$ cat src/sv/sgsg_pkg.sv
// shared types, constants and helpers for the scaled glyph span generator
`default_nettype none

package sgsg_pkg;

  localparam int GLYPH_WIDTH = 8;
  localparam int MASK_W      = 32;
  localparam int COORD_W     = 13;
  localparam int SCALE_W     = 3;
  localparam int CFG_IDX_W   = 2;
  localparam int CFG_DATA_W  = 32;

  // configuration register indexes
  localparam logic [CFG_IDX_W-1:0] REG_SCALE      = 2'd0;
  localparam logic [CFG_IDX_W-1:0] REG_INK_COLOR  = 2'd1;
  localparam logic [CFG_IDX_W-1:0] REG_FIRST_CODE = 2'd2;
  localparam logic [CFG_IDX_W-1:0] REG_LAST_CODE  = 2'd3;

  localparam logic [SCALE_W-1:0] SCALE_RST      = 3'd1;
  localparam logic [31:0]        INK_COLOR_RST  = 32'd0;
  localparam logic [7:0]         FIRST_CODE_RST = 8'd32;
  localparam logic [7:0]         LAST_CODE_RST  = 8'd126;

  // item actions
  localparam logic ACT_DRAW = 1'b0;
  localparam logic ACT_LOAD = 1'b1;

  typedef struct packed {
    logic        action;
    logic        start_text;
    logic [11:0] pos_x;
    logic [11:0] pos_y;
    logic [7:0]  char_code;
    logic [7:0]  glyph_index;
    logic [3:0]  glyph_line;
    logic [7:0]  row_bits;
  } in_item_t;

  typedef struct packed {
    logic [COORD_W-1:0] span_x;
    logic [COORD_W-1:0] span_y;
    logic [MASK_W-1:0]  span_mask;
    logic [31:0]        span_color;
    logic               last_span;
  } out_item_t;

  typedef struct packed {
    logic mem_write;
    logic start_draw;
    logic scan;
    logic rewind;
    logic skip;
    logic load_mask;
    logic emit;
    logic row_inc;
    logic advance;
  } dp_cmd_t;

  typedef struct packed {
    logic scan_done;
    logic any_ink_nxt;
    logic rd_zero;
    logic row_last;
    logic rep_last;
    logic out_free;
  } dp_stat_t;

  // every set glyph bit, msb leftmost, becomes s adjacent mask bits
  function automatic logic [MASK_W-1:0] widen_row(input logic [7:0] bits,
                                                  input logic [SCALE_W-1:0] s);
    logic [MASK_W-1:0] m;
    int idx;
    m = '0;
    for (int c = 0; c < GLYPH_WIDTH; c++) begin
      for (int k = 0; k < 8; k++) begin
        idx = c * int'(s) + k;
        if (k < int'(s) && idx < MASK_W && bits[GLYPH_WIDTH-1-c]) begin
          m[idx[4:0]] = 1'b1;
        end
      end
    end
    return m;
  endfunction

endpackage

`default_nettype wire

$ cat src/sv/sgsg_ctrl.sv
// controller: sequences load, row scan, row fetch, span emission and cursor advance
`default_nettype none

module sgsg_ctrl
  import sgsg_pkg::*;
(
  input  wire logic     clk,
  input  wire logic     rst_n,
  input  wire logic     in_valid,
  input  wire logic     in_action,
  output logic          in_ready,
  input  wire dp_stat_t st,
  output dp_cmd_t       cmd
);

  typedef enum logic [5:0] {
    S_IDLE  = 6'b000001,
    S_SCAN  = 6'b000010,
    S_FETCH = 6'b000100,
    S_TEST  = 6'b001000,
    S_EMIT  = 6'b010000,
    S_ADV   = 6'b100000
  } state_t;

  state_t state_r;
  state_t state_nxt;

  assign in_ready = (state_r == S_IDLE);

  always_comb begin
    state_nxt = state_r;
    cmd       = '0;
    case (state_r)
      S_IDLE: begin
        if (in_valid) begin
          if (in_action == ACT_LOAD) begin
            cmd.mem_write = 1'b1;
          end else begin
            cmd.start_draw = 1'b1;
            state_nxt      = S_SCAN;
          end
        end
      end
      // find the last inked row so the final span can be flagged
      S_SCAN: begin
        cmd.scan = 1'b1;
        if (st.scan_done) begin
          cmd.rewind = 1'b1;
          state_nxt  = st.any_ink_nxt ? S_FETCH : S_ADV;
        end
      end
      S_FETCH: begin
        state_nxt = S_TEST;
      end
      S_TEST: begin
        if (st.rd_zero) begin
          cmd.skip  = 1'b1;
          state_nxt = S_FETCH;
        end else begin
          cmd.load_mask = 1'b1;
          state_nxt     = S_EMIT;
        end
      end
      S_EMIT: begin
        if (st.out_free) begin
          cmd.emit = 1'b1;
          if (st.rep_last) begin
            if (st.row_last) begin
              state_nxt = S_ADV;
            end else begin
              cmd.row_inc = 1'b1;
              state_nxt   = S_FETCH;
            end
          end
        end
      end
      S_ADV: begin
        cmd.advance = 1'b1;
        state_nxt   = S_IDLE;
      end
      default: begin
        state_nxt = S_IDLE;
      end
    endcase
  end

  always_ff @(posedge clk) begin
    if (!rst_n) begin
      state_r <= S_IDLE;
    end else begin
      state_r <= state_nxt;
    end
  end

  a_load_in_idle: assert property (@(posedge clk) disable iff (!rst_n)
    (cmd.mem_write || cmd.start_draw) |-> (in_ready && in_valid))
    else $error("store write or draw start without an input beat");

  a_last_span_ends: assert property (@(posedge clk) disable iff (!rst_n)
    (cmd.emit && st.rep_last && st.row_last) |=> (cmd.advance && !in_ready))
    else $error("final span not followed by cursor advance");

  a_advance_to_idle: assert property (@(posedge clk) disable iff (!rst_n)
    cmd.advance |=> in_ready)
    else $error("controller not idle after cursor advance");

endmodule

`default_nettype wire

$ cat config.mk
export PLATFORM = sky130hd
export DESIGN_NAME = sgsg_ctrl
export DESIGN_NICKNAME = d
export VERILOG_FILES = /design/src/sv/sgsg_pkg.sv /design/src/sv/sgsg_ctrl.sv
export SDC_FILE = /design/constraint.sdc
export NUM_CORES = 1
export LEC_CHECK = 0
export ABC_AREA = 1
export BUFFER_PORTS_ARGS = -buffer_cell sky130_fd_sc_hd__buf_2
export CAP_MARGIN = 20
export CORE_AREA = 2 2 39 41
export DETAILED_ROUTE_END_ITERATION = 8
export DIE_AREA = 0 0 41 43
export GPL_TIMING_DRIVEN = 0
export SYNTH_ARGS = -nofsm -noshare
export SYNTH_HDL_FRONTEND = slang
export SYNTH_SLANG_ARGS = --single-unit
$ cat constraint.sdc
create_clock -name clk -period 1.3 [get_ports clk]
set_input_delay 0 -clock clk [delete_from_list [all_inputs] [get_ports clk]]
set_output_delay 0 -clock clk [all_outputs]
set_load 0.005 [all_outputs]
==> results of run 1 <==
## power by group
part	internal, W	leakage (nW)	total (W)	switching (W)
Combinational	0.0000420	0.310	0.0000939	0.0000520
Clock	0.000105	0.0138	0.000179	0.0000738
Sequential	0.000190	0.0494	0.000195	0.00000471
Total	0.000337	0.374	0.000468	0.000130
## routing by layer
layer	GRT usage, %	share of wire (%)
met3	1.57	5.1
met2	19.1	46
met4	8.00	2.8
met1	16.7	45
met5	0	0
## cells in the mapped netlist
cell type and count:
inv_2 2, o21ai_1 1, inv_1 14, nand4_1 5, nand3_1 5, nand3b_1 1, nor2_2 5, nor2_4 2
a21oi_2 1, nand2_2 1, a21oi_1 1, nand3_2 2, nor2_1 13, nand2_1 12, dfxtp_1 6, and3_4 1
## through the flow
stage / TNS, ns / area, um^2
global placement: 0 / 563
global route: -0.0624 / 644
finish: 0 / 644
CTS: 0 / 596
floorplan: 0 / 448
detailed placement: 0 / 563
## critical path, stage by stage, from the launching register on
cell and delay, ns:
dfxtp_2 0.34, nor2_4 0.20, and3_4 0.24, nand2_1 0.05, nor2_1 0.07, buf_2 0.11
## repair_timing
item                                    4_1_cts  5_1_grt
hold buffers                                  1        0
buffers inserted                              0        5
endpoints found under the setup margin        0        4
gates resized for setup                       0        5
endpoints found under the hold margin         1        0
## kinds of logic after synthesis
logic type | synth area share [%]
buffers and inverters | 13.4
AO/OA/AOI/OAI | 4.19
AND/OR/NAND/NOR | 55.6
flip-flops | 26.8
## final timing paths
kind,startpoint,to
worst min-delay path,in_valid,state_r[1]
worst max register to register,state_r[0],state_r[5]
worst min register to register,state_r[3],state_r[3]
worst max-delay path,state_r[5],cmd[8]
## cell type report
type	count	area (um^2)	share of cell area [%]
Clock buffer	3	22.5	3.50
Sequential cell	6	124	19.2
Multi-Input combinational cell	50	275	42.7
Tap cell	16	20.0	3.11
Inverter	16	60.1	9.32
Timing Repair Buffer	25	143	22.1
==> results.sh, run 1 <==
export IMPL_fin_worst_skew_ns=0.00173
export IMPL_clock_latency_ns=0.25
export IMPL_timing_final_ws_setup_ns=0.0403
export IMPL_die_area_um2=1760
export IMPL_end_kind="output pin"
export IMPL_wire_per_inst_um=9.24
export IMPL_drc=0
export IMPL_hpwlAfterDp_um=814
export IMPL_p_per_area_nw_per_um2=726
export IMPL_cts_clk_slew_worst_paths_ns=0.05
export IMPL_rrSetupSlack_ns=0.15
export IMPL_portBuffers=19
export IMPL_setup_violations=0
export IMPL_numCtsBuffers=3
export IMPL_via_count=523
export IMPL_antenna_found_initial=0
export IMPL_yosysTopAreaCell="dfxtp_1"
export IMPL_grt_start_max_net_pins=9
export IMPL_timing_final_crit_share_pct=96.9
export IMPL_grt_pass1_wl_um=1560
export IMPL_place_inst=107
export IMPL_viasPerCell=4.51
export IMPL_hold_viol_final=0
export IMPL_crit_fanout=8
export IMPL_place_congestion=0.749
export IMPL_hold_path_depth=3
export IMPL_ant_nets=0
export IMPL_clock_path_buffers=2
export IMPL_ctsHtreeMaxLevel=1
export IMPL_dr_pass1_iters=4
export IMPL_final_instance_count_excl_fill=116
export IMPL_synth_avg_cell_area_um2=6.22
export IMPL_period_needed_ns=1.26
export IMPL_synth_top_cell_area_share_pct=26.8
export IMPL_final_common_cell="buf_2"
export IMPL_startpoint_type="flip-flop"
export IMPL_outcome="complete, no violations"
export IMPL_syn_to_final_growth_pct=43.9
export IMPL_utilization_pct=46.6
export IMPL_placement_setup_worst_slack_ns=0.169
export IMPL_syn_nets=82
export IMPL_syn_area_um2=448
export IMPL_first_iter_violations=12
export IMPL_synthDistinctLibCells=16
export IMPL_nets=112
export IMPL_grt_ovfl_total=0
export IMPL_grt_use_total_pct=12.9
export IMPL_yosysWarnings=0
export IMPL_start_util_pct=32.4
export IMPL_reg_top3="state_r (6)"
export IMPL_worstRegToRegCells=6
export IMPL_min_path_type="in2reg"
export IMPL_grt_pass1_vias=424
export IMPL_rsz0062_at_grt="yes"
export IMPL_synth_seq_area_share_pct=26.8
export IMPL_slew_violations=0
export IMPL_netlist_top_cells_area="dfxtp_1 27%, inv_1 12%, nor2_1 11%"
export IMPL_drive_above_1_share_pct=45.0
export IMPL_p_leak_nw=0.374
export IMPL_cts_tree="built"
export IMPL_rows=14
export IMPL_worst_pin_slew_ns=0.326
export IMPL_arrival_ns=1.26
export IMPL_max_flop_register="state_r"
export IMPL_die_h_um=43
export IMPL_wl_um=1070
export IMPL_largest_reg_flops=6
export IMPL_syn_inst=72
export IMPL_ios=20
export IMPL_slew_headroom_pct=78.2
export IMPL_ys_seq_elements=6
export IMPL_nFillCells=154
export IMPL_irDropWorstVdd_mv=0.355
export IMPL_worstSetupPathType="reg2out"
export IMPL_cp_data_required_time_ns=1.30
export IMPL_holdWs_ns=0.0302
export IMPL_total_power_w=0.000468
export IMPL_cts_root_buf="clkbuf_4"
export IMPL_layout_common_cells="19 x buf_2, 14 x inv_1, 12 x nor2_1, 12 x nand2_1"
export IMPL_fmax_mhz=794
export IMPL_clock_sinks=6
export IMPL_antenna_cells=0
export IMPL_design_core_area_um2=1380
export IMPL_fp_dieW_um=41
export IMPL_maxCapViolCount=0
(Power assumes the default switching activity.)
==> run 2, diff against run 1 <==
--- a/config.mk
+++ b/config.mk
@@ -11,6 +11,7 @@
 export CORE_AREA = 2 2 39 41
 export DETAILED_ROUTE_END_ITERATION = 8
 export DIE_AREA = 0 0 41 43
+export GPL_ROUTABILITY_DRIVEN = 0
 export GPL_TIMING_DRIVEN = 0
 export SYNTH_ARGS = -nofsm -noshare
 export SYNTH_HDL_FRONTEND = slang
==> constraint.sdc (replaced) <==
create_clock -name clk -period 1.3 [get_ports clk]
set_input_delay 0.065 -clock clk [delete_from_list [all_inputs] [get_ports clk]]
set_output_delay 0.065 -clock clk [all_outputs]
set_load 0.005 [all_outputs]
==> results.sh, run 2 (same netlist as run 1, synthesis figures left out) <==
export IMPL_outcome="complete, no violations"
export IMPL_max_stage_delay_ns=0.34
export IMPL_hold_viol_final=0
export IMPL_syn_to_final_growth_pct=50.6
export IMPL_die_h_um=43
export IMPL_min_path_type="in2reg"
export IMPL_worst_pin_slew_ns=0.209
export IMPL_maxCapViolCount=0
export IMPL_grt_start_max_net_pins=6
export IMPL_worstSetupPathType="reg2out"
export IMPL_worstRegToRegCells=8
export IMPL_cts_tree="built"
export IMPL_placement_setup_worst_slack_ns=0.169
export IMPL_largest_reg_flops=6
export IMPL_clkPwrFrac_pct=36.0
export IMPL_cp_data_required_time_ns=1.24
export IMPL_fmax_mhz=793
export IMPL_drc=0
export IMPL_cpMaxStageDelayCell="dfxtp_2"
export IMPL_portBuffers=19
export IMPL_hold_path_depth=2
export IMPL_rsz0062_at_grt="yes"
export IMPL_ctsHtreeMaxLevel=1
export IMPL_antenna_found_initial=0
export IMPL_cts_clk_slew_worst_paths_ns=0.05
export IMPL_post_route_cell_area_um2=674
export IMPL_drive_above_1_share_pct=53.9
export IMPL_fin_worst_skew_ns=0.00245
export IMPL_cts_hold_buf=0
export IMPL_wire_per_inst_um=9.60
export IMPL_p_per_area_nw_per_um2=703
export IMPL_timing_final_crit_share_pct=97.1
export IMPL_max_flop_register="state_r"
export IMPL_viasPerCell=4.57
export IMPL_crit_fanout=4
export IMPL_startpoint_type="flip-flop"
export IMPL_period_needed_ns=1.26
export IMPL_post_dp_cell_area_um2=563
export IMPL_clock_sinks=6
export IMPL_grt_use_total_pct=13.6
export IMPL_intPower_w=0.000345
export IMPL_slew_violations=0
export IMPL_utilization_pct=48.7
export IMPL_wl_um=1130
export IMPL_fp_dieW_um=41
export IMPL_reg_top3="state_r (6)"
export IMPL_numCtsBuffers=3
export IMPL_p_switching_w=0.000129
export IMPL_slew_headroom_pct=86.0
export IMPL_pwr_share_seq_pct=41.5
export IMPL_timing_final_ws_setup_ns=0.0382
export IMPL_start_util_pct=32.4
export IMPL_path_cells="nor2_4 -> and3_4 -> nand2_2 -> nor2_1 -> buf_2"
export IMPL_nets=114
export IMPL_arrival_ns=1.20
export IMPL_grt_pass1_vias=454
export IMPL_swShare_pct=27.3
export IMPL_final_common_cell="buf_2"
export IMPL_hpwlAfterDp_um=814
export IMPL_ant_nets=0
export IMPL_setup_violations=0
export IMPL_clock_path_buffers=2
export IMPL_design_core_area_um2=1380
export IMPL_p_comb_share_pct=22.5
export IMPL_ios=20
export IMPL_grt_pass1_wl_um=1660
export IMPL_dr_pass1_iters=4
export IMPL_grt_ovfl_total=0
export IMPL_die_area_um2=1760
export IMPL_antenna_cells=0
export IMPL_irDropWorstVdd_mv=0.355
export IMPL_cts_root_buf="clkbuf_4"
export IMPL_nFillCells=152
export IMPL_via_count=539
export IMPL_holdWs_ns=0.0174
export IMPL_first_iter_violations=14
export IMPL_rows=14
export IMPL_p_leak_nw=0.385
export IMPL_layout_common_cells="19 x buf_2, 12 x inv_1, 11 x nor2_1, 11 x nand2_1, 7 x buf_4"
export IMPL_end_kind="output pin"
export IMPL_clock_latency_ns=0.24
[run 2: cell count changes in the layout (fill, tap and decap cells not counted), sizes merged]
| cell | before | now |
|---|---|---|
| buf | 24 | 27 |
| dlygate4sd3 | 1 | 0 |
[run 2: critical path, delay by kind of cell, from the launching register on]
| family | cells | cell delay, ns |
|---|---|---|
| buf+inv | 1 | 0.11 |
| flops | 1 | 0.34 |
| simple gates | 4 | 0.50 |
[run 2: final cells by class]
cell class	count	area [um^2]	area share (%)
clock buffers	3	22.5	3.34
inverters	16	60.1	8.91
multi-input cells	50	285	42.3
flip-flops and latches	6	128	18.9
well taps	16	20.0	2.97
repair buffers	27	159	23.6
[run 2: layer usage]
| metal | track usage [%] | routed length [um] |
|---|---|---|
| met1 | 17.4 | 520 |
| met3 | 1.57 | 37 |
| met4 | 8.00 | 13 |
| met5 | 0 | 0 |
| met2 | 20.6 | 560 |
[run 2: worst paths after layout]
check                                 from         end  slack (ns)
worst max-delay path            state_r[2]      cmd[8]        0.04
worst min-delay path                 rst_n  state_r[0]        0.02
worst max register to register  state_r[2]  state_r[2]        0.09
worst min register to register  state_r[3]  state_r[3]        0.57
[run 2: timing repair]
item                                    4_1_cts  5_1_grt
resized for setup                             1       13
gates cloned                                  0        0
setup buffers                                 3        5
pin swaps                                     2        4
endpoints found under the setup margin        2        6
[run 2: power by group through the flow]
stage / combinational [W] / sequential (W) / clock, W
global route: 0.000119 / 0.000197 / 0.000191
CTS: 0.0000884 / 0.000194 / 0.000178
floorplan: 0.0000540 / 0.000196 / 0
finish: 0.000107 / 0.000197 / 0.000171
detailed placement: 0.0000875 / 0.000197 / 0
global placement: 0.0000868 / 0.000197 / 0
[run 2: per-stage QoR]
stage / total power [W] / setup TNS [ns] / cells
5_1_grt: 0.000506 / -0.0583 / 118
3_3_place_gp: 0.000284 / 0 / 107
4_1_cts: 0.000461 / 0 / 113
2_1_floorplan: 0.000250 / 0 / 72
6_report: 0.000474 / 0 / 118
3_5_place_dp: 0.000285 / 0 / 107
==> run 3, diff against run 2 <==
--- a/config.mk
+++ b/config.mk
@@ -6,13 +6,13 @@
 export NUM_CORES = 1
 export LEC_CHECK = 0
 export ABC_AREA = 1
-export BUFFER_PORTS_ARGS = -buffer_cell sky130_fd_sc_hd__buf_2
+export BUFFER_PORTS_ARGS = -buffer_cell sky130_fd_sc_hd__buf_4
 export CAP_MARGIN = 20
 export CORE_AREA = 2 2 39 41
 export DETAILED_ROUTE_END_ITERATION = 8
 export DIE_AREA = 0 0 41 43
 export GPL_ROUTABILITY_DRIVEN = 0
-export GPL_TIMING_DRIVEN = 0
+export GPL_TIMING_DRIVEN = 1
 export SYNTH_ARGS = -nofsm -noshare
 export SYNTH_HDL_FRONTEND = slang
 export SYNTH_SLANG_ARGS = --single-unit
==> results.sh, run 3 (same netlist as run 1, synthesis figures left out) <==
export IMPL_grt_pass1_vias=499
export IMPL_timing_final_ws_setup_ns=-0.0343
export IMPL_max_flop_register="state_r"
export IMPL_post_dp_cell_area_um2=611
export IMPL_p_per_area_nw_per_um2=693
export IMPL_numCtsBuffers=3
export IMPL_hold_viol_final=0
export IMPL_fmax_mhz=749
export IMPL_wire_per_inst_um=10.7
export IMPL_design_core_area_um2=1380
export IMPL_ant_nets=0
export IMPL_syn_to_final_growth_pct=67.6
export IMPL_wl_um=1300
export IMPL_cp_data_required_time_ns=1.24
export IMPL_hpwlAfterDp_um=878
export IMPL_final_instance_count_excl_fill=121
export IMPL_violations="negative setup slack"
export IMPL_clock_sinks=6
export IMPL_worstSetupPathType="reg2out"
export IMPL_worst_pin_slew_ns=0.319
export IMPL_cts_root_buf="clkbuf_4"
export IMPL_crit_fanout=5
export IMPL_arrival_ns=1.27
export IMPL_utilization_pct=54.2
export IMPL_layout_common_cells="29 x buf_4, 11 x inv_1, 11 x nor2_1, 11 x nand2_1, 6 x dfxtp_2"
export IMPL_via_count=564
export IMPL_min_path_type="in2reg"
export IMPL_outcome="finished with violations"
export IMPL_irDropWorstVdd_mv=0.360
export IMPL_start_util_pct=32.4
export IMPL_drc=0
export IMPL_holdWs_ns=0.0861
export IMPL_first_iter_violations=13
export IMPL_setup_violations=1
export IMPL_grt_start_max_net_pins=6
export IMPL_tns_ns=-0.0343
export IMPL_rrSetupSlack_ns=0.07
export IMPL_antenna_found_initial=0
export IMPL_grt_use_total_pct=16.1
export IMPL_rsz0062_at_grt="yes"
export IMPL_post_route_cell_area_um2=751
export IMPL_ctsHtreeMaxLevel=1
export IMPL_timing_final_crit_share_pct=103
export IMPL_clock_latency_ns=0.25
export IMPL_viasPerCell=4.66
export IMPL_largest_reg_flops=6
export IMPL_reg_top3="state_r (6)"
export IMPL_clock_path_buffers=2
export IMPL_slew_violations=0
export IMPL_die_h_um=43
export IMPL_nets=117
export IMPL_end_kind="output pin"
export IMPL_cts_clk_slew_worst_paths_ns=0.05
export IMPL_startpoint_type="flip-flop"
export IMPL_period_needed_ns=1.33
export IMPL_grt_ovfl_total=0
export IMPL_drive_above_1_share_pct=55.2
export IMPL_fp_dieW_um=41
export IMPL_die_area_um2=1760
export IMPL_maxCapViolCount=0
export IMPL_place_inst=107
export IMPL_cts_tree="built"
export IMPL_rows=14
export IMPL_fin_worst_skew_ns=0.00159
export IMPL_portBuffers=19
export IMPL_ios=20
export IMPL_slew_headroom_pct=78.7
export IMPL_grt_pass1_wl_um=1900
export IMPL_dr_pass1_iters=4
export IMPL_p_leak_nw=0.404
export IMPL_final_common_cell="buf_4"
export IMPL_antenna_cells=0
run 3: report_power, final:
part / internal [W] / switching [W] / leakage [nW] / total (W)
clock network: 0.000105 / 0.0000760 / 0.0138 / 0.000181
logic: 0.0000777 / 0.0000651 / 0.339 / 0.000143
registers: 0.000191 / 0.00000583 / 0.0508 / 0.000196
total: 0.000373 / 0.000147 / 0.404 / 0.000520
run 3: worst paths after layout:
path,startpoint,endpoint,cells past startpoint
setup / recovery,state_r[4],in_ready,5
hold / removal,st[5],state_r[1],4
setup reg to reg,state_r[2],state_r[5],8
hold reg to reg,state_r[3],state_r[3],3
run 3: area by class of cell:
class,count,area [um^2]
multi-input cells,50,293
well taps,16,20.0
fillers,130,633
clock buffers,3,22.5
inverters,16,60.1
flip-flops and latches,6,128
repair buffers,30,228
run 3: what timing repair did:
item                                    in CTS  in global routing
pin swaps                                    2                  6
hold buffers                                 0                  1
endpoints found under the setup margin       3                  8
hold endpoints to repair                     0                  1
setup buffers                                5                  5
gates resized for setup                      4                 11
run 3: critical path: stages (launching register included):
cell and delay [ns]:
dfxtp_2 0.33, nor2_4 0.15, and3_4 0.23, buf_4 0.11
buf_4 0.09, buf_4 0.09
run 3: stage by stage:
stage	total power, W	setup WS [ns]
2_1_floorplan	0.000250	0.309
3_3_place_gp	0.000297	0.207
3_5_place_dp	0.000298	0.192
4_1_cts	0.000489	0.00448
5_1_grt	0.000546	-0.0829
6_report	0.000520	-0.0343
run 3: per-layer routing:
layer	global-route usage [%]	part of all wire (%)	vias up
met2	25.3	51	21
met1	18.8	43	249
li1	-	-	292
met3	3.14	4.6	2
met4	10.0	1.5	0
met5	0	0	-
